`src/design/mlts_pkg.sv`:
```
// mlts_pkg: shared constants and types for the truncation selection block
// no dependencies
package mlts_pkg;

  localparam int KEY_W        = 32;
  localparam int IDX_OUT_W    = 6;
  localparam int PARENTS_DEF  = 16;
  localparam int CHILDREN_DEF = 32;

  typedef struct packed {
    logic [IDX_OUT_W-1:0]    pool_index;
    logic signed [KEY_W-1:0] cost_value;
    logic                    last_survivor;
  } mlts_result_t;

endpackage

```
`src/design/mlts_core.sv`:
```
// mlts_core: cost store, load counter and the shared scan/compare unit
// depends on mlts_pkg
module mlts_core import mlts_pkg::*; #(
  parameter int PARENTS  = PARENTS_DEF,
  parameter int CHILDREN = CHILDREN_DEF
) (
  input  logic                    clk,
  input  logic                    rst,
  input  logic                    plus_mode,
  input  logic                    in_take,
  input  logic signed [KEY_W-1:0] in_key,
  output logic                    in_ready,
  output logic                    res_valid,
  output mlts_result_t            res,
  input  logic                    res_take
);

  localparam int POOL   = PARENTS + CHILDREN;
  localparam int IW     = $clog2(POOL);
  localparam int KW     = $clog2(PARENTS);
  localparam int NCOMMA = (CHILDREN < PARENTS) ? CHILDREN : PARENTS;

  localparam logic [1:0] ST_LOAD = 2'd0;
  localparam logic [1:0] ST_SCAN = 2'd1;
  localparam logic [1:0] ST_HOLD = 2'd2;

  logic [1:0]              state;
  logic [IW-1:0]           load_count;
  logic                    mode;
  logic [IW-1:0]           rd_addr;
  logic                    issuing;
  logic                    rd_vld;
  logic [IW-1:0]           rd_idx;
  logic signed [KEY_W-1:0] rd_data;
  logic                    have_prev;
  logic signed [KEY_W-1:0] prev_key;
  logic [IW-1:0]           prev_idx;
  logic                    have_best;
  logic signed [KEY_W-1:0] best_key;
  logic [IW-1:0]           best_idx;
  logic [KW-1:0]           k;
  logic [KW-1:0]           k_last;
  logic                    above_prev;
  logic                    better;
  logic                    upd;
  logic [IW-1:0]           first_idx;

  logic [KEY_W-1:0] mem [POOL];

  assign first_idx = mode ? '0 : IW'(PARENTS);
  assign k_last    = mode ? KW'(PARENTS - 1) : KW'(NCOMMA - 1);

  assign above_prev = !have_prev || (rd_data > prev_key) ||
                      ((rd_data == prev_key) && (rd_idx > prev_idx));
  assign better     = !have_best || (rd_data < best_key);
  assign upd        = rd_vld && above_prev && better;

  // store write on load, registered read during scan
  always_ff @(posedge clk) begin
    if (state == ST_LOAD && in_take) begin
      mem[load_count] <= in_key;
    end
    if (issuing) begin
      rd_data <= mem[rd_addr];
    end
    rd_idx <= rd_addr;
    if (upd) begin
      best_key <= rd_data;
      best_idx <= rd_idx;
    end
    if (state == ST_HOLD && res_take) begin
      prev_key <= best_key;
      prev_idx <= best_idx;
    end
  end

  always_ff @(posedge clk) begin
    if (rst) begin
      state      <= ST_LOAD;
      load_count <= '0;
      mode       <= 1'b1;
      rd_addr    <= '0;
      issuing    <= 1'b0;
      rd_vld     <= 1'b0;
      have_prev  <= 1'b0;
      have_best  <= 1'b0;
      k          <= '0;
    end else begin
      rd_vld <= issuing;
      case (state)
        ST_LOAD: begin
          if (in_take) begin
            if (load_count == IW'(POOL - 1)) begin
              load_count <= '0;
              mode       <= plus_mode;
              rd_addr    <= plus_mode ? '0 : IW'(PARENTS);
              issuing    <= 1'b1;
              have_prev  <= 1'b0;
              have_best  <= 1'b0;
              k          <= '0;
              state      <= ST_SCAN;
            end else begin
              load_count <= load_count + 1'b1;
            end
          end
        end
        ST_SCAN: begin
          if (issuing) begin
            if (rd_addr == IW'(POOL - 1)) begin
              issuing <= 1'b0;
            end else begin
              rd_addr <= rd_addr + 1'b1;
            end
          end
          if (upd) begin
            have_best <= 1'b1;
          end
          if (rd_vld && rd_idx == IW'(POOL - 1)) begin
            state <= ST_HOLD;
          end
        end
        ST_HOLD: begin
          if (res_take) begin
            have_prev <= 1'b1;
            if (k == k_last) begin
              state <= ST_LOAD;
            end else begin
              k         <= k + 1'b1;
              rd_addr   <= first_idx;
              issuing   <= 1'b1;
              have_best <= 1'b0;
              state     <= ST_SCAN;
            end
          end
        end
        default: begin
          state <= ST_LOAD;
        end
      endcase
    end
  end

  assign in_ready          = (state == ST_LOAD);
  assign res_valid         = (state == ST_HOLD);
  assign res.pool_index    = IDX_OUT_W'(best_idx);
  assign res.cost_value    = best_key;
  assign res.last_survivor = (k == k_last);

endmodule

```
`src/design/mu_lambda_truncation_selection.sv`:
```
// mu_lambda_truncation_selection: survivor selection by truncation, top level
// depends on mlts_pkg and mlts_core
//
// s_axis carries one cost key per item, pool order: PARENTS parents first,
// then CHILDREN children. s_tready is high while the pool loads, so loading
// takes one item per cycle. the item that completes the pool starts the
// selection, and s_tready stays low until the final survivor has moved into
// the output register.
// m_axis then gives PARENTS survivors (CHILDREN if comma mode offers fewer)
// in ascending cost, ties by lower pool index, tlast on the final one.
// each survivor is one full pass of the shared compare unit over the
// candidates through the single read port of the cost store; the candidates
// are all PARENTS + CHILDREN in plus mode, the CHILDREN in comma mode. a round
// is the load of the pool followed by one such pass per survivor.
// plus_mode is written through cfg_we / cfg_wdata and sampled when the pool
// completes. reset clears the load count and sets plus mode; the store
// needs no clearing. when m_tready is low the survivor waits in the output
// register, and the next survivor is found and then waits in the core.
module mu_lambda_truncation_selection import mlts_pkg::*; #(
  parameter int PARENTS  = PARENTS_DEF,
  parameter int CHILDREN = CHILDREN_DEF
) (
  input  logic        clk,
  input  logic        rst,
  input  logic        cfg_we,
  input  logic        cfg_wdata,
  input  logic        s_tvalid,
  output logic        s_tready,
  input  logic [31:0] s_tdata,   // cost_key
  output logic        m_tvalid,
  input  logic        m_tready,
  output logic [39:0] m_tdata,   // pool_index[5:0], cost_value[37:6], zero pad
  output logic        m_tlast    // last_survivor
);

  logic         plus_mode;
  logic         core_ready;
  logic         res_valid;
  logic         res_take;
  mlts_result_t res;
  mlts_result_t out_reg;

  always_ff @(posedge clk) begin
    if (rst) begin
      plus_mode <= 1'b1;
    end else if (cfg_we) begin
      plus_mode <= cfg_wdata;
    end
  end

  mlts_core #(
    .PARENTS  (PARENTS),
    .CHILDREN (CHILDREN)
  ) u_core (
    .clk       (clk),
    .rst       (rst),
    .plus_mode (plus_mode),
    .in_take   (s_tvalid && core_ready),
    .in_key    (s_tdata),
    .in_ready  (core_ready),
    .res_valid (res_valid),
    .res       (res),
    .res_take  (res_take)
  );

  assign res_take = res_valid && (!m_tvalid || m_tready);

  always_ff @(posedge clk) begin
    if (res_take) begin
      out_reg <= res;
    end
  end

  always_ff @(posedge clk) begin
    if (rst) begin
      m_tvalid <= 1'b0;
    end else if (res_take) begin
      m_tvalid <= 1'b1;
    end else if (m_tready) begin
      m_tvalid <= 1'b0;
    end
  end

  assign s_tready = core_ready;
  assign m_tdata  = {2'b00, out_reg.cost_value, out_reg.pool_index};
  assign m_tlast  = out_reg.last_survivor;

endmodule

```
`config.mk`:
```
export PLATFORM = sky130hd
export DESIGN_NAME = mu_lambda_truncation_selection
export DESIGN_NICKNAME = d
export VERILOG_FILES = /design/src/design/mlts_pkg.sv /design/src/design/mlts_core.sv /design/src/design/mu_lambda_truncation_selection.sv
export SDC_FILE = /design/constraint.sdc
export NUM_CORES = 2
export LEC_CHECK = 0
export BUFFER_PORTS_ARGS = -buffer_cell sky130_fd_sc_hd__buf_2
export CAP_MARGIN = 20
export CORE_ASPECT_RATIO = 1.25
export CORE_UTILIZATION = 40
export CTS_CLUSTER_SIZE = 25
export DETAILED_ROUTE_END_ITERATION = 8
export PLACE_DENSITY = 0.63
export SYNTH_ARGS = -nofsm -noshare
export SYNTH_HDL_FRONTEND = slang
export SYNTH_HIERARCHICAL = 1
export SYNTH_SLANG_ARGS = --single-unit
```
`constraint.sdc`:
```
create_clock -name clk -period 4.64 [get_ports clk]
set_input_delay 0.232 -clock clk [delete_from_list [all_inputs] [get_ports clk]]
set_output_delay 0.232 -clock clk [all_outputs]
set_load 0.005 [all_outputs]
```
# Yosys cells after proc, flatten, opt, wreduce, memory -nomap -nowiden

Memory sizes are Yosys's and may differ from the RTL's. A register that Yosys moved wholly into a read port is not among the register bits.
Index checks and enable logic that the tools add are counted.
Widths: inputs -> output; s select.

Flip-flop bits (word level): 146
RAM bits: 1536
Input port bits: 38
Output and inout bits: 43
Word-level logic and storage cells: 108
Memories kept: 1

Add/subtract/negate cells: 3
Magnitude comparators: 3
Eq/ne operators: 15
Muxes and demuxes: 40
Reduce and logical (&&, ||, !) cells: 27

Memories:

| name       | depth | width | rd ports | clocked after memory_dff | write ports | line            | text |
|---|---|---|---|---|---|---|---|
| u_core.mem | 48    | 32    | 1        | 1                        | 1           | mlts_core.sv:48 | `logic [KEY_W-1:0] mem [POOL];` |

Operators with widths:

| kind                | count |
|---|---|
| $mux 6              | 7 |
| $eq 32x32->1        | 1 |
| $gt 32x32->1        | 1 |
| $lt 32x32->1        | 1 |
| $eq 6x6->1 const B  | 3 |
| $pmux 6 s3          | 1 |
| $mux 1              | 17 |
| $mux 4              | 4 |
| $add 6x1->6 const B | 2 |
| $ne 2x1->1 const B  | 6 |
| $mux 5              | 2 |
| $reduce_and 5->1    | 2 |
| $logic_and 1x1->1   | 8 |
| $mux 2              | 4 |
| $pmux 4 s2          | 1 |
| $reduce_and 4->1    | 2 |
| $reduce_and 7->1    | 1 |
| $gt 6x6->1          | 1 |
| $pmux 1 s3          | 2 |
| $pmux 2 s3          | 1 |
| $reduce_and 6->1    | 1 |
| $add 4x1->4 const B | 1 |
| $eq 4x4->1 const B  | 1 |
| $logic_or 1x1->1    | 4 |
| 10 further kinds    | 14 |

# Logic depth before layout (Yosys ltp)

Word-level depth: 7
Mapped depth: 10

# Cells and area by module

The synthesis kept the hierarchy.

Modules (own cells, without submodules):

| module                         | times used | cells each | area an instance (sq um) |
|---|---|---|---|
| mlts_core                      | 1          | 2820       | 64724.6 |
| mu_lambda_truncation_selection | 1          | 51         | 1272.5 |

# Least setup slack after synthesis

Ideal clock, no wire load.

Path type: register -> register
Start point: register u_core.rd_data[14], read port of u_core.mem
End point: register u_core.best_idx[0], enable pin
Setup time: 0.446 ns
Arrival: 3.772 ns
Data required time: 4.194 ns
Path slack: 0.422 ns
Cell stages (with the launch flop): 9
Path buffers: 0
Cells stage by stage: edfxtp_1 > ha_1 > nand4_1 > nor2_1 > or4b_1 > a311oi_1 > o2bb2ai_1 > xor2_1 > a21oi_1

Word-level cells in the longest chain between the ends: 5
Elaborated cells between the ends (all ways): 9
Those cells by class: 2 x order compare; 1 x eq/ne; 6 x reduce/logical

Ends and longest elaborated chain:

| what                                                         | line                             | text |
|---|---|---|
| start, declared                                              | mlts_core.sv:34                  | `logic signed [KEY_W-1:0] rd_data;` |
| $gt 32x32->1 / $eq 32x32->1 (equally long branches)          | mlts_core.sv:53, mlts_core.sv:54 |  |
| $logic_or 1x1->1 / $logic_and 1x1->1 (equally long branches) | mlts_core.sv:53, mlts_core.sv:54 |  |
| $logic_or 1x1->1                                             | mlts_core.sv:53                  | `assign above_prev = !have_prev \|\| (rd_data > prev_key) \|\|` |
| $logic_and 1x1->1                                            | mlts_core.sv:56                  | `assign upd = rd_vld && above_prev && better;` |
| $logic_and 1x1->1 *                                          | mlts_core.sv:56                  |  |
| named net u_core.upd                                         | mlts_core.sv:45                  | `logic upd;` |
| end signal, assigned                                         | mlts_core.sv:69                  | `best_idx <= rd_idx;` |
| end, declared                                                | mlts_core.sv:40                  | `logic [IW-1:0] best_idx;` |

The timed path passes the listed nets; every way through them passes the cells marked *.
A chain may end at the register's enable or synchronous reset.

# Final worst setup path

Start point: register u_core.rd_data[15], read port of u_core.mem
End point: register u_core.best_key[2], enable pin

Word-level cells in the longest chain between the ends: 5
Elaborated cells between the ends (all ways): 9
Those cells by class: 2 x order compare; 1 x eq/ne; 6 x reduce/logical

Ends and longest elaborated chain:

| what                                                         | line                             | text |
|---|---|---|
| $gt 32x32->1 / $eq 32x32->1 (equally long branches)          | mlts_core.sv:53, mlts_core.sv:54 |  |
| $logic_or 1x1->1 / $logic_and 1x1->1 (equally long branches) | mlts_core.sv:53, mlts_core.sv:54 |  |
| $logic_or 1x1->1                                             | mlts_core.sv:53                  |  |
| $logic_and 1x1->1                                            | mlts_core.sv:56                  |  |
| $logic_and 1x1->1 *                                          | mlts_core.sv:56                  |  |
| named net u_core.upd                                         | mlts_core.sv:45                  |  |
| end signal, assigned                                         | mlts_core.sv:68                  | `best_key <= rd_data;` |
| end, declared                                                | mlts_core.sv:39                  | `logic signed [KEY_W-1:0] best_key;` |

Marked as above.

==> flow_summary.toml <==
[layout]
multiInputGateArea_um2 = 14300
fillers = 13500
final_common_cell = "edfxtp_1"
num-nets-final = 3187
fin_util = 0.459
syn_to_final_growth_pct = 13.9
instances_no_fill = 5393
register_area_um2 = 51200
layout_common_cells = "edfxtp_1, mux4_2, clkbuf_16"
drive_gt1_frac = 0.290

[grt]
antenna_found_initial = 6
gr-usage-all-layers = 0.191
grt-ovfl-total = 0
grt_max_degree = 91
grt_pass1_wl_um = 225000
grt_pass1_vias = 30700

[clock_network]
htreeDepth = 4
cts_tree = "done"
clock_path_buffers = 3
root_buffer = "clkbuf_16"
clkLatencyLatePin_ns = 0.81
cts_resized = 0
clkSlewWorstSetupHoldPaths_ns = 0.06
cts.sinks = 1714
cts_made_buffers = 158
cts_hold_buf = 5
post-cts-setup-buffers = 0

[synthesis]
synth_top_family_by_area = "multiplexers"
yosysSeqAreaShare = 0.775
synth_compound_area_frac = 0.0113
ys_types = 56
synth_top_flop_cell = "edfxtp_1"
yosysWarnings = 6
syn_inst = 2871
synthXorXnorAreaFrac = 0.000929
synth.area.mux_share = 0.169
synth_fa_ha_area_frac = 0.0144
netlist_area_um2 = 66000
synthArstFlopShare = 0
synth-edff-count = 1683
synth_simple_gate_area_frac = 0.0152
ys_seq_elements = 1714
syn_avg_cell_area_um2 = 23.0

[route]
ant_nets = 0
vias_per_cell = 5.61
totalWireLength_um = 157000
dr.pass1.iters = 6
drt_iter0_drc = 2883
drcViolationCount = 0
wl_per_cell_um = 29.1
num_vias = 30300

[power_and_ir_drop]
p_per_area_nw_per_um2 = 408
max-vdd-ir-drop_mv = 0.334
leakage_nw = 22.8

[timing]
rsz0062_at_grt = "no"
fin_skew_ns = 0.0399
tns_ns = 0
fmax_mhz = 273
min_period_ns = 3.66
final_max_slew_viol_count = 0
hold_viol = 0
post-route-period-util = 0.790
setup_viol = 0
slew_headroom = 0.254
tightest_slew_ns = 1.12

[setup_path]
worstPathRequired_ns = 5.13
worstSetupPathType = "reg2reg"
crit_family = "compound AO/OA/AOI/OAI gates"
slowest_stage = "edfxtp_1"
start_kind = "register"
cp_slowest_stage_delay_ns = 0.60
arrival_ns = 4.15
worstSetupPathDepth = 8
path_cells = "ha_1 -> nand4_1 -> nor4_1 -> a211oi_1 -> o221a_1 -> o21a_1 -> a21oi_4 -> buf_12"
worst_setup_path_end_kind = "register"
critPathBufInv = 1
path_max_fanout = 27
r2r_cells = 8

[floorplanning]
start_util = 0.403
core_um2 = 164000
die_h_um = 456
die_width_um = 365
die_area_um2 = 167000
io_pins = 81
num_rows = 166

[placed_design]
dp.cells = 5092
dpl.hpwl_um = 93300
io_buffers = 78
gp_congestion = 0.781

[hold_path]
min_path_cells = 4
hold_class = "in2reg"

[status]
status = "finished clean"

[job]
drv_cap = 0
-- flip-flops by register name, indices dropped and copies added (netlist names), 2 cells and up --
name / count
u_core/k: 4
u_core/rd_idx: 6
u_core/prev_idx: 6
u_core/mem: 1536
m_tdata: 38
u_core/best_key: 32
u_core/rd_data: 32
u_core/best_idx: 6
u_core/prev_key: 32
u_core/state: 2
u_core/rd_addr: 6
u_core/load_count: 6
-- final cells by class --
cell class | instances | share of cell area
tap | 2184 | 0.0364
clock buffer | 200 | 0.0562
timing repair buffer | 172 | 0.0186
sequential | 1714 | 0.681
inverter | 82 | 0.00410
clock inverter | 91 | 0.0134
antenna | 5 | 0.000166
multi-input combinational | 945 | 0.190
-- per-stage QoR --
| step | setup slack (ns) | area, um^2 | total power (W) | hold WS (ns) |
|---|---|---|---|---|
| after floorplan | 0.422 | 66000 | 0.0175 | 0.301 |
| after global placement | 1.01 | 69900 | 0.0178 | 0.425 |
| after detailed placement | 0.924 | 69900 | 0.0178 | 0.437 |
| after CTS | 0.904 | 75200 | 0.0309 | 0.0230 |
| after global routing | 0.823 | 75200 | 0.0314 | 0.0542 |
| final | 0.976 | 75200 | 0.0307 | 0.0780 |
-- worst reg2reg max path, stage by stage (launching register included) --
cell,delay (ns)
edfxtp_1,0.60
ha_1,0.44
nand4_1,0.22
nor4_1,0.60
a211oi_1,0.20
o221a_1,0.28
o21a_1,0.27
a21oi_4,0.47
buf_12,0.27
-- path summary, 6_finish.rpt --
check,slack (ns),end,start
setup / recovery,0.98,u_core/best_key[2]$_DFFE_PP_,u_core/rd_data[15]$_DFFE_PP_
hold / removal,0.08,u_core/load_count[1]$_SDFFE_PP0P_,s_tvalid
setup reg to reg,0.98,u_core/best_key[2]$_DFFE_PP_,u_core/rd_data[15]$_DFFE_PP_
hold reg to reg,0.46,u_core/prev_idx[3]$_DFFE_PP_,u_core/best_idx[3]$_DFFE_PP_
-- per-layer routing --
metal / vias up / share of wire / global-route usage
met2: 1031 / 0.52 / 0.326
met1: 16600 / 0.40 / 0.252
li1: 12500 / - / -
met3: 187 / 0.056 / 0.0293
met5: - / 0 / 0
met4: 0 / 0.022 / 0.0523
-- logic make-up (layout without fill, tap and decap cells) --
group | Yosys count | count (layout)
muxes | 515 | 515
and+or+nand+nor | 221 | 221
other | 1 | 7
adders and majority gates | 76 | 76
AOI/OAI and AO/OA | 124 | 124
buffers and inverters | 213 | 545
xor gates and xnor gates | 7 | 7
DFF | 1714 | 1714
-- Yosys cell counts, types with 14 or more instances --
master    instances  share of area
edfxtp_1       1683           0.77
nor2_1           86         0.0049
nand2_1          69         0.0039
mux2i_1          35         0.0053
mux4_2          480           0.16
dfxtp_1          31         0.0094
a21oi_1          36         0.0027
buf_1            14        0.00080
ha_1             76          0.014
inv_1            82         0.0047
o21ai_1          41         0.0031
buf_2            32         0.0024
clkbuf_1         68         0.0039
buf_4            14         0.0016
-- power by group --
part           internal (W)  switching [W]  leakage [nW]
registers            0.0170      0.0000152          15.5
logic             0.0000852       0.000362          4.86
clock network       0.00750        0.00567          2.53
Power figures use the tool's default switching activity.
